## src/rtl/frt_pkg.sv

```systemverilog
// frt_pkg: shared types, widths, codes and reset values for the fragment
// reassembly tracker. No dependencies; imported by every module of the block.
`default_nettype none

package frt_pkg;

   // slot table size default
   localparam int SLOTS_DEF = 8;

   // field widths
   localparam int ID_W       = 16;
   localparam int OFF_W      = 13;
   localparam int LEN_W      = 16;
   localparam int TIME_W     = 32;
   localparam int TTL_W      = 16;
   localparam int BYTES_W    = 17;
   localparam int RECV_W     = 20;
   localparam int SLOT_OUT_W = 3;
   localparam int WOFF_W     = 16;

   // stream and csr port widths
   localparam int REQ_DATA_W = 80;
   localparam int RSP_DATA_W = 40;
   localparam int RSP_USER_W = 2;
   localparam int CSR_ADDR_W = 3;
   localparam int CSR_DATA_W = 32;

   // register reset values and limits
   localparam logic [TTL_W-1:0]   TTL_RESET       = 16'd5;
   localparam logic [BYTES_W-1:0] MAX_BYTES_RESET = 17'h10000;
   localparam logic [RECV_W-1:0]  RECV_MAX        = 20'hFFFFF;

   // result status codes
   typedef enum logic [1:0] {
      STATUS_PENDING  = 2'd0,
      STATUS_COMPLETE = 2'd1,
      STATUS_NO_SPACE = 2'd2
   } status_type;

   // register index codes (byte address 4 * index)
   typedef enum logic {
      REG_TTL       = 1'b0,
      REG_MAX_BYTES = 1'b1
   } reg_index_type;

   // one fragment header
   typedef struct packed {
      logic [ID_W-1:0]   id;
      logic [OFF_W-1:0]  offset;
      logic              last;
      logic [LEN_W-1:0]  len;
      logic [TIME_W-1:0] now;
   } frag_type;

   // one result
   typedef struct packed {
      status_type             status;
      logic [SLOT_OUT_W-1:0]  slot;
      logic                   accepted;
      logic [WOFF_W-1:0]      write_offset;
      logic [BYTES_W-1:0]     total_length;
   } result_type;

   // configuration seen by the slot table
   typedef struct packed {
      logic [TTL_W-1:0]   ttl;
      logic [BYTES_W-1:0] max_bytes;
   } csr_type;

endpackage

`default_nettype wire

```

## src/rtl/frt_slot_table.sv

```systemverilog
// frt_slot_table: slot state, parallel id match, lowest free or aged slot
// claim and per-fragment update. Depends on frt_pkg.
`default_nettype none

module frt_slot_table
   import frt_pkg::*;
#(
   parameter int SLOTS = SLOTS_DEF
) (
   input  wire logic       clock,
   input  wire logic       reset,
   input  wire logic       fire,
   input  wire frag_type   frag,
   input  wire csr_type    csr,
   output result_type      result
);

   localparam int IDX_W = (SLOTS > 1) ? $clog2(SLOTS) : 1;

   // slot state
   logic [SLOTS-1:0]  busy_ff;
   logic [ID_W-1:0]   ident_ff    [SLOTS];
   logic [TIME_W-1:0] stamp_ff    [SLOTS];
   logic [RECV_W-1:0] received_ff [SLOTS];
   logic [BYTES_W-1:0] needed_ff  [SLOTS];

   logic [SLOTS-1:0]  match_vec;
   logic [SLOTS-1:0]  free_vec;

   logic [IDX_W-1:0]  match_idx;
   logic [IDX_W-1:0]  claim_idx;
   logic [IDX_W-1:0]  sel_idx;
   logic              hit;
   logic              claimed;
   logic              use_slot;

   logic [RECV_W-1:0]  recv_old;
   logic [BYTES_W-1:0] needed_old;
   logic [WOFF_W-1:0]  dst;
   logic [BYTES_W-1:0] frag_end;
   logic               accepted;
   logic [RECV_W:0]    recv_sum;
   logic [RECV_W-1:0]  recv_new;
   logic [BYTES_W-1:0] needed_new;
   logic               complete;
   logic [IDX_W+SLOT_OUT_W-1:0] idx_ext;

   // per-slot id match and reclaim test
   for (genvar i = 0; i < SLOTS; i++) begin : g_lane
      logic [TIME_W-1:0] age;
      assign age          = frag.now - stamp_ff[i];
      assign match_vec[i] = busy_ff[i] && (ident_ff[i] == frag.id);
      assign free_vec[i]  = !busy_ff[i] ||
                            (age > {{(TIME_W-TTL_W){1'b0}}, csr.ttl});
   end

   // lowest matching slot and lowest claimable slot
   always_comb begin
      match_idx = '0;
      claim_idx = '0;
      for (int i = SLOTS - 1; i >= 0; i--) begin
         if (match_vec[i]) match_idx = IDX_W'(i);
         if (free_vec[i])  claim_idx = IDX_W'(i);
      end
   end

   assign hit      = |match_vec;
   assign claimed  = !hit && (|free_vec);
   assign use_slot = hit || claimed;
   assign sel_idx  = hit ? match_idx : claim_idx;

   // a freshly claimed slot starts with zero counts
   assign recv_old   = claimed ? '0 : received_ff[sel_idx];
   assign needed_old = claimed ? '0 : needed_ff[sel_idx];

   // byte offset, fragment end and fit check
   assign dst      = {frag.offset, 3'b000};
   assign frag_end = {1'b0, dst} + {1'b0, frag.len};
   assign accepted = frag_end < csr.max_bytes;

   // saturating received count
   assign recv_sum = {1'b0, recv_old} + {{(RECV_W+1-LEN_W){1'b0}}, frag.len};
   always_comb begin
      priority if (!accepted)           recv_new = recv_old;
      else if (recv_sum[RECV_W])        recv_new = RECV_MAX;
      else                              recv_new = recv_sum[RECV_W-1:0];
   end

   assign needed_new = frag.last ? frag_end : needed_old;
   assign complete   = (needed_new != '0) &&
                       ({{(RECV_W-BYTES_W){1'b0}}, needed_new} <= recv_new);

   assign idx_ext = (IDX_W+SLOT_OUT_W)'(sel_idx);

   // result of this fragment
   always_comb begin
      if (!use_slot) begin
         result.status       = STATUS_NO_SPACE;
         result.slot         = '0;
         result.accepted     = 1'b0;
         result.write_offset = '0;
         result.total_length = '0;
      end else begin
         result.status       = complete ? STATUS_COMPLETE : STATUS_PENDING;
         result.slot         = idx_ext[SLOT_OUT_W-1:0];
         result.accepted     = accepted;
         result.write_offset = dst;
         result.total_length = complete ? needed_new : '0;
      end
   end

   // busy flags
   always_ff @(posedge clock) begin
      if (reset) begin
         busy_ff <= '0;
      end else if (fire && use_slot) begin
         busy_ff[sel_idx] <= !complete;
      end
   end

   // slot payload
   always_ff @(posedge clock) begin
      if (fire && use_slot) begin
         received_ff[sel_idx] <= recv_new;
         needed_ff[sel_idx]   <= needed_new;
         if (claimed) begin
            ident_ff[sel_idx] <= frag.id;
            stamp_ff[sel_idx] <= frag.now;
         end
      end
   end

`ifndef SYNTHESIS
   // busy slots never share an id
   a_unique_id: assert property (@(posedge clock) disable iff (reset)
      $onehot0(match_vec))
      else $error("two busy slots hold the same id");

   // a completed slot is released
   a_complete_frees: assert property (@(posedge clock) disable iff (reset)
      fire && use_slot && complete |=> !busy_ff[$past(sel_idx)])
      else $error("completed slot still busy");

   // a pending slot stays busy
   a_pending_holds: assert property (@(posedge clock) disable iff (reset)
      fire && use_slot && !complete |=> busy_ff[$past(sel_idx)])
      else $error("pending slot not busy");

   // no space leaves the table untouched
   a_no_space_stable: assert property (@(posedge clock) disable iff (reset)
      fire && !use_slot |=> busy_ff == $past(busy_ff))
      else $error("table changed on no space");
`endif

endmodule

`default_nettype wire

```

## src/rtl/fragment_reassembly_tracker.sv

```systemverilog
// fragment_reassembly_tracker: an input transfer reaches its result on rsp_*
// through one input register, then one pass through the slot table into the
// result register. Throughput is one fragment per cycle while rsp_tready lets
// the result register drain, set by the match, claim and update of the slot table.
// Reset frees every slot and loads ttl_seconds = 5, max_bytes = 65536; there is
// no clearing pass, the block accepts transfers right after reset.
// Depends on frt_pkg and frt_slot_table.
`default_nettype none

module fragment_reassembly_tracker
   import frt_pkg::*;
#(
   parameter int SLOTS = SLOTS_DEF
) (
   input  wire logic                  clock,
   input  wire logic                  reset,
   // fragment header stream
   input  wire logic                  req_tvalid,
   output logic                       req_tready,
   // frag_id[15:0], frag_offset[28:16], payload_len[44:29],
   // now_seconds[76:45], zero[79:77]
   input  wire logic [REQ_DATA_W-1:0] req_tdata,
   input  wire logic                  req_tlast,   // last_flag
   // result stream
   output logic                       rsp_tvalid,
   input  wire logic                  rsp_tready,
   // slot[2:0], accepted[3], write_offset[19:4], total_length[36:20],
   // zero[39:37]
   output logic [RSP_DATA_W-1:0]      rsp_tdata,
   output logic [RSP_USER_W-1:0]      rsp_tuser,   // status[1:0]
   // configuration port
   input  wire logic                  csr_psel,
   input  wire logic                  csr_penable,
   input  wire logic                  csr_pwrite,
   input  wire logic [CSR_ADDR_W-1:0] csr_paddr,
   input  wire logic [CSR_DATA_W-1:0] csr_pwdata,
   output logic [CSR_DATA_W-1:0]      csr_prdata,
   output logic                       csr_pready
);

   logic               in_valid_ff;
   frag_type           in_frag_ff;
   frag_type           frag_in;
   logic               rsp_valid_ff;
   result_type         rsp_result_ff;
   result_type         result;
   logic               fire;
   logic [TTL_W-1:0]   ttl_ff;
   logic [BYTES_W-1:0] max_bytes_ff;
   csr_type            csr;
   reg_index_type      reg_sel;
   logic               csr_write;

   // configuration registers
   assign csr_pready = 1'b1;
   assign reg_sel    = reg_index_type'(csr_paddr[2]);
   assign csr_write  = csr_psel && csr_penable && csr_pwrite && csr_pready;

   always_ff @(posedge clock) begin
      if (reset) begin
         ttl_ff       <= TTL_RESET;
         max_bytes_ff <= MAX_BYTES_RESET;
      end else if (csr_write) begin
         unique case (reg_sel)
            REG_TTL:       ttl_ff       <= csr_pwdata[TTL_W-1:0];
            REG_MAX_BYTES: max_bytes_ff <= csr_pwdata[BYTES_W-1:0];
            default: ;
         endcase
      end
   end

   always_comb begin
      unique case (reg_sel)
         REG_TTL:       csr_prdata = {{(CSR_DATA_W-TTL_W){1'b0}}, ttl_ff};
         REG_MAX_BYTES: csr_prdata = {{(CSR_DATA_W-BYTES_W){1'b0}}, max_bytes_ff};
         default:       csr_prdata = '0;
      endcase
   end

   assign csr.ttl       = ttl_ff;
   assign csr.max_bytes = max_bytes_ff;

   // input unpacking
   assign frag_in.id     = req_tdata[15:0];
   assign frag_in.offset = req_tdata[28:16];
   assign frag_in.last   = req_tlast;
   assign frag_in.len    = req_tdata[44:29];
   assign frag_in.now    = req_tdata[76:45];

   // handshake: the slot table runs when the result register can take a result
   assign fire       = in_valid_ff && (!rsp_valid_ff || rsp_tready);
   assign req_tready = !in_valid_ff || fire;

   // input register
   always_ff @(posedge clock) begin
      if (reset) begin
         in_valid_ff <= 1'b0;
      end else if (req_tready) begin
         in_valid_ff <= req_tvalid;
      end
   end

   always_ff @(posedge clock) begin
      if (req_tready && req_tvalid) begin
         in_frag_ff <= frag_in;
      end
   end

   // slot table
   frt_slot_table #(
      .SLOTS (SLOTS)
   ) u_slot_table (
      .clock  (clock),
      .reset  (reset),
      .fire   (fire),
      .frag   (in_frag_ff),
      .csr    (csr),
      .result (result)
   );

   // result register
   always_ff @(posedge clock) begin
      if (reset) begin
         rsp_valid_ff <= 1'b0;
      end else if (fire) begin
         rsp_valid_ff <= 1'b1;
      end else if (rsp_tready) begin
         rsp_valid_ff <= 1'b0;
      end
   end

   always_ff @(posedge clock) begin
      if (fire) begin
         rsp_result_ff <= result;
      end
   end

   // output packing
   assign rsp_tvalid = rsp_valid_ff;
   assign rsp_tuser  = rsp_result_ff.status;
   assign rsp_tdata  = {3'b000,
                        rsp_result_ff.total_length,
                        rsp_result_ff.write_offset,
                        rsp_result_ff.accepted,
                        rsp_result_ff.slot};

endmodule

`default_nettype wire

```

## config.mk

```make
export PLATFORM = sky130hd
export DESIGN_NAME = fragment_reassembly_tracker
export DESIGN_NICKNAME = d
export VERILOG_FILES = /design/src/rtl/frt_pkg.sv /design/src/rtl/frt_slot_table.sv /design/src/rtl/fragment_reassembly_tracker.sv
export SDC_FILE = /design/constraint.sdc
export NUM_CORES = 2
export LEC_CHECK = 0
export CORE_ASPECT_RATIO = 0.7
export CORE_MARGIN = 3
export CORE_UTILIZATION = 65
export DETAILED_ROUTE_END_ITERATION = 8
export DONT_BUFFER_PORTS = 1
export PLACE_DENSITY_LB_ADDON = 0.08
export SLEW_MARGIN = 20
export SYNTH_ARGS = -nofsm -noshare
export SYNTH_HDL_FRONTEND = slang
export SYNTH_HIERARCHICAL = 1
export SYNTH_SLANG_ARGS = --single-unit
```

## constraint.sdc

```tcl
create_clock -name clock -period 17.5 [get_ports clock]
set_input_delay 0 -clock clock [delete_from_list [all_inputs] [get_ports clock]]
set_output_delay 0 -clock clock [all_outputs]
set_load 0.02 [all_outputs]
```

======== Yosys cells after proc, flatten, opt, wreduce, memory -nomap -nowiden ========
Memories as Yosys holds them, arrays and structs flattened.
Cells that the tools add are included.
cells by class
  $add $sub $neg .......................... 10
  order comparisons ....................... 12
  equal/unequal tests ..................... 8
  multiplexer cells ....................... 34
  bitwise logic cells ..................... 1
  reduce and logical (&&, ||, !) cells .... 46
operators by type and width
  operator                                                           count
  greater-than comparator 32 x 16 -> 1 bit                           8
  subtractor 32 bit                                                  8
  equality test 16 bit                                               8
  one-hot mux 32 bit (2 select lines)                                1
  two-way mux 20 bit                                                 3
  two-way mux 3 bit                                                  17
  two-way mux 17 bit                                                 2
  adder 20 x 16 -> 21 bit                                            1
  <= comparator 17 x 20 -> 1 bit                                     1
  adder 16 x 16 -> 17 bit                                            1
  < comparator 17 bit                                                1
  nonzero test 17 bit                                                1
  logical AND 1 bit                                                  16
  OR reduction 8 bit                                                 2
  logical NOT 1 bit                                                  12
  logical OR 1 bit                                                   11
  two-way mux 1 bit                                                  9
  bitwise mux 8 bit                                                  1
  AND reduction 2 bit                                                3
  < comparator 3 x 4 -> 1 bit, second input constant                 1
  demux 1 bit (select 3 bit)                                         1
  greater-or-equal comparator 3 x 1 -> 1 bit, second input constant  1
  nonzero test 2 bit                                                 1
  inverter 1 bit                                                     1
word-level totals
  bits in registers ....................... 160
  RAM bits ................................ 680
  input port bits ......................... 123
  output and inout port bits .............. 77
  logic and storage cells ................. 131
  memories kept ........................... 4
memory list
  memory                    words  width  read ports  clocked after memory_dff  wr ports  RTL line              text
  u_slot_table.stamp_ff     8      32     8           0                         1         frt_slot_table.sv:23  logic [TIME_W-1:0] stamp_ff [SLOTS];
  u_slot_table.received_ff  8      20     1           0                         1         frt_slot_table.sv:24  logic [RECV_W-1:0] received_ff [SLOTS];
  u_slot_table.needed_ff    8      17     1           0                         1         frt_slot_table.sv:25  logic [BYTES_W-1:0] needed_ff [SLOTS];
  u_slot_table.ident_ff     8      16     8           0                         1         frt_slot_table.sv:22  logic [ID_W-1:0] ident_ff [SLOTS];

======== Longest topological paths before layout ========
An unclocked memory read counts as a cell.
  depth after elaboration ................. 22
  depth in mapped cells ................... 72
  gate-level depth less buffers ........... 67

======== Cells and area by module ========
The synthesis kept the hierarchy.
modules (own cells, without submodules)
  module                       instances  cells each  area an instance (um2)  sequential area each (um2)
  frt_slot_table               1          4,975       49,317.3                20,579.7
  fragment_reassembly_tracker  1          298         5,375.2                 4,214.0

======== Least setup slack after synthesis ========
No wires, ideal clock.
  kind .................................... register to register
  start ................................... register in_frag_ff[1] (netlist name)
  end ..................................... register rsp_result_ff (netlist bit rsp_tdata[33]) (data pin)
  setup time .............................. 0.151 ns
  arrival ................................. 12.055 ns
  data required time ...................... 17.349 ns
  slack ................................... 5.294 ns
  stages on the path, launching flop included .. 65
  buffers on the path ..................... 6
  clock period less this slack ............ 12.206 ns
  cells stage by stage .................... edfxtp_1 > inv_1 > fa_1 > nand2b_1 > a21oi_1 > o22ai_1 > nor2_1 > o21ai_0 > a211oi_1 > ha_1 > a21o_1 > a221o_1 > a221o_1 > a31o_2 > a211o_1 > or4b_2 > or4_1 > and4bb_1 > [29 not listed] > ha_1 > a21oi_1 > nor2b_1 > o21ai_0 > nand2b_1 > a21oi_1 > nor2b_1 > o21ai_0 > nand2b_1 > a221oi_1 > o21ai_0 > a21oi_1 > a211oi_1 > o211a_1 > a31o_1 > buf_6 > buf_12 > nor3b_2
on the way
  cells in the longest elaborated chain, start to end .. 20
  elaborated cells on any way between the ends .. 48
  those cells by class .................... add/sub (9); order compare (9); mux (14); reduce/logical (14); memory (2)
RTL lines
  item                                      RTL line                            text
  from (decl)                               fragment_reassembly_tracker.sv:42   frag_type in_frag_ff;
  from (signal assigned)                    fragment_reassembly_tracker.sv:105  in_frag_ff <= frag_in;
  subtractor 32 bit                         frt_slot_table.sv:51                assign age = frag.now - stamp_ff[i];
  greater-than comparator 32 x 16 -> 1 bit  frt_slot_table.sv:54                (age > {{(TIME_W-TTL_W){1'b0}}, csr.ttl});
  logical OR 1 bit                          frt_slot_table.sv:53                assign free_vec[i] = !busy_ff[i] ||
  two-way mux 3 bit (8 in series)           frt_slot_table.sv:63                if (free_vec[i]) claim_idx = IDX_W'(i);
  two-way mux 3 bit                         frt_slot_table.sv:70                assign sel_idx = hit ? match_idx : claim_idx;
  memory read (8 x 20 bit)                  n/a
  two-way mux 20 bit                        frt_slot_table.sv:73                assign recv_old = claimed ? '0 : received_ff[sel_idx];
  adder 20 x 16 -> 21 bit                   frt_slot_table.sv:82                assign recv_sum = {1'b0, recv_old} + {{(RECV_W+1-LEN_W){1'b0}}, frag.len};
  two-way mux 20 bit                        frt_slot_table.sv:85                else if (recv_sum[RECV_W]) recv_new = RECV_MAX;
  two-way mux 20 bit                        frt_slot_table.sv:84                priority if (!accepted) recv_new = recv_old;
  <= comparator 17 x 20 -> 1 bit            frt_slot_table.sv:91                ({{(RECV_W-BYTES_W){1'b0}}, needed_new} <= recv_new);
  logical AND 1 bit                         frt_slot_table.sv:90                assign complete = (needed_new != '0) &&
  AND reduction 2 bit (no line)             n/a
  to (signal assigned)                      fragment_reassembly_tracker.sv:134  rsp_result_ff <= result;
  to (decl)                                 fragment_reassembly_tracker.sv:45   result_type rsp_result_ff;
Parallel ways exist; a longest one is shown, timed or not.
A chain may end at the register's enable or synchronous reset.

======== Worst setup path after layout ========
  start ................................... register in_frag_ff[0] (netlist name)
  end ..................................... register rsp_result_ff (netlist bit rsp_tdata[25]) (data pin)
Same word-level chain as after synthesis.

==> results.md <==
Global routing:
- Entering global routing, the biggest net connects 63 pins.
- The initial antenna violation count is 6.
- The number of global-route vias before repair came to 41200.
- After global routing the overflow that remains totals 0.
- The first global-routing pass estimated 263000 um of wire.
- Across every metal layer, demand over resource in global routing totals 0.395.

Timing:
- The final hold violation count is 0.
- Dividing the final minimum period by the clock period gives 0.898.
- The number of max-slew violations in the final report was 0.
- The setup total negative slack is 0 ns.
- Derived from the worst setup path, the maximum achievable clock frequency is 63.6 MHz.
- Headroom to the max-slew limit came out at 0.173.
- Counting I/O delays and the setup requirement, the final critical path takes 15.71 ns.
- For the pin with the worst max-slew slack, the measured transition is 1.24 ns.
- Setup repair after global routing left no endpoint under its margin.
- Setup violations remaining at the end of the flow were counted as 0.
- The worst setup skew after layout is 0.0716 ns.

CTS:
- The clock input transition at the sequential cells of the worst setup and hold paths is 0.09 ns.
- The number of clock buffers inserted by TritonCTS is 83.
- The maximum level of the CTS H-tree is 3.
- The TritonCTS clock tree is done.
- For this design, the sink count on the clock tree is 840.
- The count of instances resized after the clock tree is built is 0.
- The setup fix buffers added after clock tree synthesis is 0.
- The clock reaches the later pin of the worst-skew pair after 0.71 ns.
- CTS placed an instance of clkbuf_16 at the clock tree root.
- The maximum clock insertion buffer count is 3.

Pwr:
- Of the total power, the clock network draws 0.377.
- The fraction of power spent switching nets is 0.283.
- The sequential cell fraction of total power is 0.455.
- The overall power after layout is 5.05 mW.
- For this design the total switching power over the nets is 1.43 mW.
- In this run the power density over the cells is 83.0 nW/um^2.
- The total leakage power is 23.1 nW.
- The internal portion of the total power is 3.62 mW.
- The combinational share of power is 0.168.
- The worst-case IR drop observed on VDD is 0.0975 mV.

Place:
- The global placer's final weighted congestion is 1.01.
- The count of buffers inserted at the top-level ports is 0.
- The estimated wirelength of the detail-placed design is 122000 um.

Worst setup path:
- The largest single stage delay on the critical path is 0.90 ns.
- The slowest stage of the critical path belongs to the cell nor4bb_1.
- For flop-to-flop paths, the worst setup slack is 1.79 ns.
- The origin of the worst setup path is in_frag_ff[0].
- Counting cells, the worst reg-to-reg path comes to 60.
- The element type at the critical path end is a flop.
- For the worst setup path, the data required time is 18.01 ns.
- The highest fanout seen on the critical path is 18.
- The endpoint of the most critical register-to-register path is rsp_tdata[25].
- The cell family contributing the most delay on the critical path is compound AO/OA/AOI/OAI gates.
- The critical path class is flop to flop.
- The buffer and inverter count on the worst path is 4.
- The launch point of the worst reg-to-reg path is in_frag_ff[0].
- The critical path startpoint category is a flop.
- The data arrival at the endpoint of the critical path is 16.23 ns.
- Among the stages of the critical path, the cell type that occurs most often is a21oi_1.

Detailed routing:
- Using the TritonRoute via totals, the vias-per-cell ratio works out to 6.81.
- The DRC violation count after routing is 0.
- Detailed routing inserted a total of 45300 vias.
- After detailed routing, the average wire length per cell comes to 26.7 um.
- The first detailed-routing pass took 8 iterations.
- The post-route antenna net violation count is 0.
- In this run, the number of DRC markers left after iteration 0 of detailed routing was 6636.
- The final layout contains routed wiring with a total length of 178000 um.

Layout:
- For this run, the post-layout net count is 6028.
- The growth of design area from synthesis to finish is 11.3%.
- Of the cells placed in the final design, the portion with a size suffix greater than 1 is 0.0677.
- The count of filler cells inserted in the layout is 5772.
- For this run, the share of the core covered by cells in the final layout is 0.734.

Synthesis:
- Counting flops and latches in the post-synthesis netlist gives 840.
- The share of synthesized flip-flops with an asynchronous set or reset is 0.
- Synthesis produced 5273 cells.
- For this run, the register share of the synthesized area comes to 0.453.
- Summing every instance area after synthesis gives 54700 sq um.
- The number of warning messages in the yosys log is 6.
- By count the netlist is led by 797 x edfxtp_1, 438 x ha_1, 396 x a21oi_1.
- After synthesis, the cell types taking the most area are edfxtp_1 44%, ha_1 10%, a21oi_1 3.6%.
- Counting flops with a built-in enable in the synthesized netlist gives 797.
- The top cell type's share of synthesized area is 0.438.
- The cell type with the largest total area after synthesis is edfxtp_1.
- For this run, the leading register cell type out of synthesis is edfxtp_1.
- After synthesis, the mean cell area works out to 10.4 sq um.
- Synthesis instantiated 115 different standard cells from the library.
- The most common cell in the synthesized netlist is edfxtp_1.

Floorplan:
- The full die area is 87700 sq um.
- The die span in x is 353 um.
- In this run the vertical extent of the chip is 249 um.
- The core box area is 82900 sq um.
- Pin placement for this block handled 200 I/O pins.
- The initialized floorplan defines 88 standard-cell rows.
- The starting density of the core is 0.660.

Worst hold path:
- The number of instances on the worst hold path is 3.
- The worst hold path belongs to the class primary input to flop.
- The terminating pin of the worst hold path is max_bytes_ff[16].
- The worst hold path begins at csr_pwdata[16].

Status:
- The flow ran to the end, and the final reports show no timing, DRC or antenna violations.

Flow run:
- The max-capacitance violation count is 0.
## per-stage QoR
stage | worst slack [ns] | cell area (sq um) | hold slack, ns | cells
2_1_floorplan | 5.29 | 54800 | 0.0989 | 5292
3_3_place_gp | 2.71 | 56000 | 0.0888 | 6303
3_5_place_dp | 2.43 | 56000 | 0.0893 | 6303
4_1_cts | 2.36 | 60900 | 0.0297 | 6652
5_1_grt | 0.984 | 60900 | 0.0670 | 6652
6_report | 1.79 | 60900 | 0.0319 | 6655
## flip-flops by register name (all words and copies together) (netlist names), 2 cells and up
signal,flops
u_slot_table/stamp_ff,256
u_slot_table/busy_ff,8
ttl_ff,16
u_slot_table/needed_ff,136
rsp_tuser,2
max_bytes_ff,17
rsp_tdata,37
u_slot_table/received_ff,160
u_slot_table/ident_ff,128
in_frag_ff,78
## worst reg2reg max path: cells and delay by family (launching register included)
| kind | cells | cell delay (ns) |
|---|---|---|
| xor+xnor | 1 | 0.27 |
| buf+inv | 4 | 0.72 |
| simple gates | 17 | 4.23 |
| flops | 1 | 0.60 |
| fa+ha+maj | 6 | 1.91 |
| compound gates | 32 | 7.84 |
## power groups by stage
stage | combinational (mW) | sequential, mW | clock [mW]
floorplan | 0.554 | 2.33 | 0
global placement | 0.748 | 2.34 | 0
detailed placement | 0.765 | 2.34 | 0
CTS | 0.809 | 2.30 | 1.89
global route | 0.916 | 2.30 | 1.99
finish | 0.849 | 2.30 | 1.90
## logic make-up after synthesis
logic type / synth area share
DFF: 0.453
buffers and inverters: 0.0462
other: 0.000206
and+or+nand+nor: 0.146
xor gates and xnor gates: 0.0503
AOI/OAI and AO/OA: 0.170
adders and majority gates: 0.104
muxes: 0.0303
## area by class of cell
type,instances,area [sq um],share of cell area
clock inverter,53,696,0.0114
inverter,394,1480,0.0243
antenna,3,7.51,0.000123
sequential,840,24800,0.407
multi-input combinational,3845,27600,0.454
clock buffer,102,2170,0.0356
timing repair buffer,293,2710,0.0446
tap,1125,1410,0.0231
## how the worst max path moves through the flow
stage / cells after the start / endpoint / slack [ns]
2_1_floorplan: 64 / rsp_tdata[33] / 5.29
3_3_place_gp: 61 / rsp_tdata[25] / 2.71
3_5_place_dp: 61 / rsp_tdata[26] / 2.43
4_1_cts: 61 / rsp_tdata[29] / 2.36
5_1_grt: 61 / rsp_tdata[25] / 0.98
6_report: 60 / rsp_tdata[25] / 1.79
## repair_timing
item,in CTS,in global routing
endpoints found under the setup margin,0,0
endpoints found under the hold margin,150,0
hold buffers,194,0
## metal layers
metal | global-route usage | wire length (um)
met2 | 0.529 | 69100
met1 | 0.606 | 75500
met4 | 0.114 | 5620
met3 | 0.128 | 27500
met5 | 0 | 46
## cells in the final DEF, fill, tap and decap left out, types with 82 or more instances in the layout
cell             n
nor3_1         108
mux2i_1        116
buf_4           99
dlygate4sd3_1  192
clkbuf_16       83
nand3_1         95
xnor2_1        194
inv_1          393
nor2_1         309
o21ai_0        227
a21oi_1        396
nand4_1        137
edfxtp_1       797
nand2_1        348
ha_1           438
o21a_1          82
nand2b_1       104
xor2_1         120
a21o_1         111
Power figures use the tool's default switching activity.
